===== src/hw/rtl/lcsa_pkg.sv =====
package lcsa_pkg;

    // Default depth of the cell row.
    localparam int MaxEntries = 16;

    // Width of the capacity register and its value after reset.
    localparam int CapWidth = 5;
    localparam logic [CapWidth-1:0] CapResetValue = 5'd16;

    // Operation codes.
    localparam logic CmdGet = 1'b0;
    localparam logic CmdPut = 1'b1;

    typedef struct packed {
        logic               cmd;
        logic signed [31:0] key;
        logic signed [31:0] write_value;
    } t_in_item;

    typedef struct packed {
        logic               found;
        logic signed [31:0] read_value;
    } t_out_item;

    // Broadcast from the controller to every cell.
    typedef struct packed {
        logic        compare;     // latch the match flag for cmp_key
        logic [31:0] cmp_key;
        logic        update;      // apply the shift / load for the held beat
        logic        evict;       // a new key pushes out position 0
        logic        write_en;    // some cell takes the load data
        logic        append;      // the load lands one above the current top
        logic [31:0] load_key;
        logic [31:0] load_value;
    } t_cell_ctrl;

    // Passed from each cell to the one above it.
    typedef struct packed {
        logic        hit_seen;    // a match at or below this position
        logic [31:0] hit_value;   // value of that matching entry
    } t_cell_chain;

endpackage


===== src/hw/rtl/lcsa_cell.sv =====
module lcsa_cell #(
    parameter int CNT_W = 5,
    parameter int IDX   = 0
) (
    input  logic                 i_clk,
    input  lcsa_pkg::t_cell_ctrl i_ctrl,
    input  logic [CNT_W-1:0]     i_count,
    input  logic [31:0]          i_above_key,
    input  logic [31:0]          i_above_value,
    input  lcsa_pkg::t_cell_chain i_chain,
    output lcsa_pkg::t_cell_chain o_chain,
    output logic [31:0]          o_key,
    output logic [31:0]          o_value,
    output logic                 o_match
);

    logic [31:0] r_key;
    logic [31:0] r_value;
    logic        r_match;

    logic        valid;
    logic        above_valid;
    logic        shift;
    logic        load_here;

    // This position holds an entry when it sits below the count.
    assign valid       = CNT_W'(IDX) < i_count;
    assign above_valid = CNT_W'(IDX + 1) < i_count;

    // Shift down when a hit lies at or below this cell (or on eviction) and
    // the cell above still holds an entry.
    assign shift = (i_chain.hit_seen | r_match | i_ctrl.evict) & above_valid;

    assign load_here = i_ctrl.write_en &
                       (i_ctrl.append ? (CNT_W'(IDX) == i_count)
                                      : (CNT_W'(IDX + 1) == i_count));

    always_ff @(posedge i_clk) begin
        if (i_ctrl.compare) begin
            r_match <= valid & (r_key == i_ctrl.cmp_key);
        end
        if (i_ctrl.update) begin
            if (load_here) begin
                r_key   <= i_ctrl.load_key;
                r_value <= i_ctrl.load_value;
            end else if (shift) begin
                r_key   <= i_above_key;
                r_value <= i_above_value;
            end
        end
    end

    always_comb begin
        o_chain.hit_seen  = i_chain.hit_seen | r_match;
        o_chain.hit_value = r_match ? r_value : i_chain.hit_value;
    end

    assign o_key   = r_key;
    assign o_value = r_value;
    assign o_match = r_match;

endmodule


===== src/hw/rtl/lru_cache_shift_array.sv =====
// LRU key-value store built as a row of cells in recency order.
// Cell 0 holds the least recently used entry; the newest entry sits at
// position count-1. Each beat on the input channel is a get or a put.
// Input channel: i_in_valid / o_in_stall / i_in_data. A beat is taken at a
// clock edge where valid is high and stall is low.
// Output channel: o_out_valid / i_out_stall / o_out_data, one result beat per
// input beat, in order. The result reports whether the key was present and,
// for a get that hits, the stored value.
// Timing: each item has a compare phase and an update phase. In the compare
// phase every cell compares its key against the request and registers a
// match flag. In the update phase the match flags ripple up the row to find
// the hit, each cell takes its neighbor's entry or the load data, and the
// result goes into the output register. No new beat is taken during the
// update phase, nor while the result register is full and stalled.
// Configuration: a valid/ready write port sets the capacity in use; it is
// always ready and must only be written while the block is idle.
// Reset (synchronous, active low) empties the store, clears the output
// valid flag and restores a capacity of 16. A stalled result simply holds
// in the output register and back-pressures the input channel.
module lru_cache_shift_array #(
    parameter int MAX_ENTRIES = lcsa_pkg::MaxEntries
) (
    input  logic                            i_clk,
    input  logic                            i_rst_n,
    input  logic                            i_in_valid,
    output logic                            o_in_stall,
    input  lcsa_pkg::t_in_item              i_in_data,
    output logic                            o_out_valid,
    input  logic                            i_out_stall,
    output lcsa_pkg::t_out_item             o_out_data,
    input  logic                            i_cfg_valid,
    output logic                            o_cfg_ready,
    input  logic [lcsa_pkg::CapWidth-1:0]   i_cfg_data
);

    localparam int CntW = $clog2(MAX_ENTRIES + 1);
    // Width wide enough for both the count and the capacity register.
    localparam int CmpW = (CntW > lcsa_pkg::CapWidth) ? CntW : lcsa_pkg::CapWidth;

    logic [CntW-1:0]                 r_count;
    logic [lcsa_pkg::CapWidth-1:0]   r_cap;
    logic                            r_busy;
    lcsa_pkg::t_in_item              r_item;
    logic                            r_out_valid;
    lcsa_pkg::t_out_item             r_out;

    lcsa_pkg::t_cell_ctrl            ctrl;
    lcsa_pkg::t_cell_chain           chain [MAX_ENTRIES+1];
    logic [31:0]                     cell_key   [MAX_ENTRIES+1];
    logic [31:0]                     cell_value [MAX_ENTRIES+1];
    logic [MAX_ENTRIES-1:0]          match_vec;

    logic                            in_accept;
    logic [CmpW-1:0]                 cap_eff;
    logic                            found;
    logic                            is_put;
    logic                            has_room;

    // The block holds one item at a time; the output register must be free
    // or draining before a new beat is taken.
    assign o_in_stall  = r_busy | (r_out_valid & i_out_stall);
    assign in_accept   = i_in_valid & ~o_in_stall;
    assign o_cfg_ready = 1'b1;

    // Effective capacity: zero acts as one, anything above the row depth as
    // the depth.
    always_comb begin
        if (r_cap == '0) begin
            cap_eff = CmpW'(1);
        end else if (CmpW'(r_cap) > CmpW'(MAX_ENTRIES)) begin
            cap_eff = CmpW'(MAX_ENTRIES);
        end else begin
            cap_eff = CmpW'(r_cap);
        end
    end

    assign found    = chain[MAX_ENTRIES].hit_seen;
    assign is_put   = (r_item.cmd == lcsa_pkg::CmdPut);
    assign has_room = CmpW'(r_count) < cap_eff;

    always_comb begin
        ctrl.compare    = in_accept;
        ctrl.cmp_key    = i_in_data.key;
        ctrl.update     = r_busy;
        ctrl.evict      = is_put & ~found & ~has_room;
        ctrl.write_en   = found | is_put;
        ctrl.append     = is_put & ~found & has_room;
        ctrl.load_key   = r_item.key;
        // A get hit moves the old value to the top unchanged.
        ctrl.load_value = is_put ? r_item.write_value : chain[MAX_ENTRIES].hit_value;
    end

    // Bottom of the row: no hit seen yet. Top of the row: nothing above.
    assign chain[0].hit_seen       = 1'b0;
    assign chain[0].hit_value      = '0;
    assign cell_key[MAX_ENTRIES]   = '0;
    assign cell_value[MAX_ENTRIES] = '0;

    for (genvar g = 0; g < MAX_ENTRIES; g++) begin : g_cell
        lcsa_cell #(
            .CNT_W (CntW),
            .IDX   (g)
        ) u_cell (
            .i_clk         (i_clk),
            .i_ctrl        (ctrl),
            .i_count       (r_count),
            .i_above_key   (cell_key[g+1]),
            .i_above_value (cell_value[g+1]),
            .i_chain       (chain[g]),
            .o_chain       (chain[g+1]),
            .o_key         (cell_key[g]),
            .o_value       (cell_value[g]),
            .o_match       (match_vec[g])
        );
    end

    always_ff @(posedge i_clk) begin
        if (!i_rst_n) begin
            r_count     <= '0;
            r_cap       <= lcsa_pkg::CapResetValue;
            r_busy      <= 1'b0;
            r_out_valid <= 1'b0;
        end else begin
            if (i_cfg_valid && o_cfg_ready) begin
                r_cap <= i_cfg_data;
            end
            r_busy <= in_accept;
            if (r_busy) begin
                r_out_valid <= 1'b1;
                if (ctrl.append) begin
                    r_count <= r_count + CntW'(1);
                end
            end else if (!i_out_stall) begin
                r_out_valid <= 1'b0;
            end
        end
    end

    // Payload registers.
    always_ff @(posedge i_clk) begin
        if (in_accept) begin
            r_item <= i_in_data;
        end
        if (r_busy) begin
            r_out.found      <= found;
            r_out.read_value <= (found && !is_put) ? chain[MAX_ENTRIES].hit_value : '0;
        end
    end

    assign o_out_valid = r_out_valid;
    assign o_out_data  = r_out;

    // Keys among held entries are unique, so at most one cell matches.
    a_single_match: assert property (@(posedge i_clk) disable iff (!i_rst_n)
        r_busy |-> $onehot0(match_vec))
        else $error("more than one cell matched the key");

    a_count_bound: assert property (@(posedge i_clk) disable iff (!i_rst_n)
        r_count <= CntW'(MAX_ENTRIES))
        else $error("entry count above row depth");

    a_count_monotonic: assert property (@(posedge i_clk) disable iff (!i_rst_n)
        $past(i_rst_n) |-> r_count >= $past(r_count))
        else $error("entry count decreased");

    a_update_one_cycle: assert property (@(posedge i_clk) disable iff (!i_rst_n)
        r_busy |=> !r_busy && o_out_valid)
        else $error("update phase did not finish in one cycle");

endmodule

===== config.mk =====
export PLATFORM = sky130hd
export DESIGN_NAME = lru_cache_shift_array
export DESIGN_NICKNAME = d
export VERILOG_FILES = /design/src/hw/rtl/lcsa_pkg.sv /design/src/hw/rtl/lcsa_cell.sv /design/src/hw/rtl/lru_cache_shift_array.sv
export SDC_FILE = /design/constraint.sdc
export NUM_CORES = 2
export LEC_CHECK = 0
export ABC_AREA = 1
export BUFFER_PORTS_ARGS = -buffer_cell sky130_fd_sc_hd__buf_4
export CAP_MARGIN = 20
export CORE_UTILIZATION = 60
export DETAILED_ROUTE_END_ITERATION = 12
export GPL_TIMING_DRIVEN = 0
export PLACE_DENSITY = 0.88
export SYNTH_ARGS = -nofsm -noshare
export SYNTH_HDL_FRONTEND = slang
export SYNTH_SLANG_ARGS = --single-unit

===== constraint.sdc =====
create_clock -name i_clk -period 18.55 [get_ports i_clk]
set_input_delay 1.855 -clock i_clk [delete_from_list [all_inputs] [get_ports i_clk]]
set_output_delay 1.855 -clock i_clk [all_outputs]
set_load 0.01 [all_outputs]

==> reports/results.txt <==
outcome: completed
Comb pwr share: 0.076
CP Data Required Time: 19.00 ns
final WL: 191000 um
post-route ant nets: 0
DR DRC count: 0
Slew @ Worst Pin: 1.23 ns
fill cell count: 7266
Internal: 0.00422 W
DR vias/cell: 6.01
Slew HR: 0.183
gr ovfl total: 0
max layer used: met5
RR Startpoint: g_cell[1].u_cell.o_match
Final HPWL DP: 150000 um
Crit path buffers/inverters: 4
Hold Startpoint: r_cap[0]
hold_buf cts: 0
max_cap viols: 0
min-delay worst type: reg -> reg
post_cts resized: 0
Power, Total: 0.00557 W
Layout Utilization: 0.678
met1 wire length: 71300 um
Seq/Total Area, Yosys: 0.577
Nets: 6906
CTS Buf Count: 117
Min Clock Period, post-route: 4.94 ns
crit path capture type: flip-flop
Syn Area/Cell: 9.10 um^2
antenna violations before repair: 8
Iter 0 DRT Violations: 7653
Area Growth Syn to Fin: 11.8%
Pins Over Slew Limit: 0
CP startpoint: i_in_data[36]
Cells after Synth: 6554
pin count of the biggest net entering global routing: 35
clk_lat worst skew: 0.73 ns
core area: 98400 um^2
vias: 49300
fraction of layout cells with a size suffix above 1: 0.105
sequential share of power: 0.510
R2R setup slack: 13.72 ns
Initial Utilization: 0.606
Lkg Pwr: 26.9 nW
synthesized area: 59700 um^2
CP max stage delay: 0.85 ns
Boundary Pins: 111
CTS Sinks: 1150
CP Launch Type: input port
Die Ht: 317 um
first drt pass iteration count: 7
sw power: 0.00134 W
Fmax: 202 MHz
htree depth: 3
RSZ-0062 raised after global routing: no
Final Cycle Share: 0.266
yosys warns: 0
ys flop type: edfxtp_1
number of global-route vias before repair: 44700
Clock Skew: 0.0283 ns
Longest Clk Path Bufs: 3
Slowest-stage cell, CP: clkbuf_1
Critical Path, Cell by Cell: buf_4, clkbuf_1, clkinv_1, clkbuf_1, nand2_1, o211ai_1, nor4_1, nand3b_1, nor4_1
sw frac: 0.241
ys async rst share: 0
CP Max Fanout: 10
Hold Violations, Final: 0
Rows: 115
crit-path leading delay family: buffers and inverters
GP Congestion: 1.12
TritonCTS clock tree: built
wire length on met3: 26600 um
WP data arrival: 5.38 ns
Unique masters post-synth: 49
Placed Cells: 7989
final cell count without fillers: 8210
CTS clk-pin slew, worst paths: 0.06 ns
die area: 101000 um^2
syn nets: 6636
first-pass GRT wire length: 276000 um
peak supply drop: 0.0884 mV
met2 WL: 83400 um
final setup TNS: 0 ns
Die Wd: 317 um
Power Density: 83.4 nW/um^2
Root Buffer: clkbuf_16
GRT Total Usage: 0.375
# port buffers: 109
wire per inst: 23.3 um
Final Setup Violations: 0
Setup Buffers After CTS: 0
CP Class: in -> reg
Post-synth EDFFs: 1138
Seq cells post-synth: 1150
clock share of power: 0.414
cells by family (layout without fill, tap and decap cells):
| family | count (synthesis) | after routing | share of synthesized area |
|---|---|---|---|
| and+or+nand+nor | 3508 | 3508 | 0.243 |
| DFF | 1150 | 1150 | 0.577 |
| AOI/OAI and AO/OA | 875 | 875 | 0.0807 |
| buffers and inverters | 715 | 1081 | 0.0543 |
| xor gates and xnor gates | 298 | 298 | 0.0437 |
| adders and majority gates | 7 | 7 | 0.00147 |
| other | 1 | 4 | 0.0000628 |
flip-flops by register name, indices dropped and copies added, names as in the netlist:
name,flops
o_out_data,33
is_put,1
g_cell.u_cell.o_value,512
r_cap,5
ctrl,32
o_out_valid,1
r_count,5
g_cell.u_cell.o_key,512
g_cell.u_cell.o_match,16
r_busy,1
r_item,32
path summary, 6_finish.rpt:
kind	cells past startpoint	end
setup / recovery	9	g_cell[4].u_cell.o_match
hold / removal	2	r_cap[0]
setup reg to reg	21	g_cell[3].u_cell.o_key[20]
hold reg to reg	2	r_cap[0]
routing by layer:
layer  vias to the layer above  GRT usage
met5                         -          0
li1                      22500          -
met3                       545     0.0984
met4                         2      0.176
met2                      3340      0.567
met1                     23000      0.508
Yosys cell counts, types with 2 or more instances:
master / instances / area [um^2]
nor2_1: 205 / 769
o22ai_1: 40 / 250
edfxtp_1: 1138 / 34200
nor4b_1: 7 / 61.3
o2111a_1: 4 / 45.0
nand4_1: 38 / 238
buf_1: 51 / 191
a21oi_1: 160 / 801
o21ai_0: 314 / 1570
nor2_2: 7 / 43.8
nand3_1: 321 / 1610
nor4_1: 38 / 238
clkbuf_1: 218 / 818
nand2_1: 2675 / 10000
nand3_2: 6 / 60.1
xnor2_1: 204 / 1790
xor2_1: 94 / 823
o2111ai_1: 5 / 43.8
buf_4: 16 / 120
buf_2: 119 / 596
o211ai_1: 2 / 15.0
buf_6: 46 / 518
o21ai_1: 261 / 1310
clkinv_2: 2 / 10.0
ha_1: 7 / 87.6
inv_2: 17 / 63.8
or2_2: 185 / 1160
clkinv_1: 9 / 33.8
a221o_1: 10 / 100
nand3_4: 9 / 158
nor3_1: 8 / 40.0
dfxtp_1: 12 / 240
inv_1: 236 / 886
a2111oi_0: 3 / 26.3
a22o_1: 16 / 140
a211oi_1: 9 / 67.6
or4_1: 2 / 15.0
a221oi_1: 49 / 429
final cells by class:
cell class / instances / area [um^2] / share of cell area
inverters: 264 / 993 / 0.0149
well taps: 1287 / 1610 / 0.0241
clock buffers: 160 / 3180 / 0.0477
flip-flops and latches: 1150 / 34400 / 0.516
repair buffers: 151 / 1600 / 0.0240
clock inverters: 55 / 449 / 0.00673
plain buffers: 451 / 2250 / 0.0337
diodes: 3 / 7.51 / 0.000113
multi-input cells: 4689 / 22200 / 0.333
per-stage QoR:
step                setup slack [ns]  cell area (um^2)  hold slack [ns]
floorplan                      12.44             59700            0.443
global placement                9.53             62100            0.470
detailed placement             13.05             63000            0.464
CTS                            13.64             66700            0.484
global route                   13.46             66700            0.519
finish                         13.61             66700            0.486
worst reg2reg max path, stage by stage, from the launching register on:
cell	delay (ns)
edfxtp_1	0.37
buf_2	0.20
clkinv_2	0.15
nand4_2	0.14
nor2_2	0.17
nand2_1	0.13
nor2_2	0.11
nand2_1	0.12
nor2_2	0.15
nand2_1	0.14
nor2_2	0.13
nand2_1	0.11
nor2_2	0.12
nand2_1	0.11
nor2_4	0.16
nand4_4	0.23
nand2_1	0.21
nand3_2	0.21
buf_2	0.28
buf_4	0.20
a21oi_4	0.78
buf_12	0.29
placed cells by master, fill, tap and decap left out, types with 9 or more instances in the layout:
cell and count:
nand2_1 2675, edfxtp_1 1138, nand3_1 321, o21ai_0 314, o21ai_1 261, clkbuf_1 254
inv_1 236, nor2_1 204, xnor2_1 204, or2_2 185, a21oi_1 144, buf_4 127
buf_2 119, clkbuf_16 119, xor2_1 94, buf_1 51, a221oi_1 49, buf_6 46
clkinv_1 41, o22ai_1 40, nor4_1 38, nand4_1 38, buf_12 33, inv_2 17
a21oi_4 16, a22o_1 16, clkinv_2 11, dfxtp_1 11, a221o_1 10, nand3_4 9
a211oi_1 9
power by group through the flow:
stage	Combinational (W)	Clock, W	Sequential [W]
2_1_floorplan	0.000204	0	0.00290
3_3_place_gp	0.000383	0	0.00290
3_5_place_dp	0.000399	0	0.00289
4_1_cts	0.000402	0.00228	0.00284
5_1_grt	0.000440	0.00238	0.00284
6_report	0.000424	0.00230	0.00284
Power figures use the tool's default switching activity.
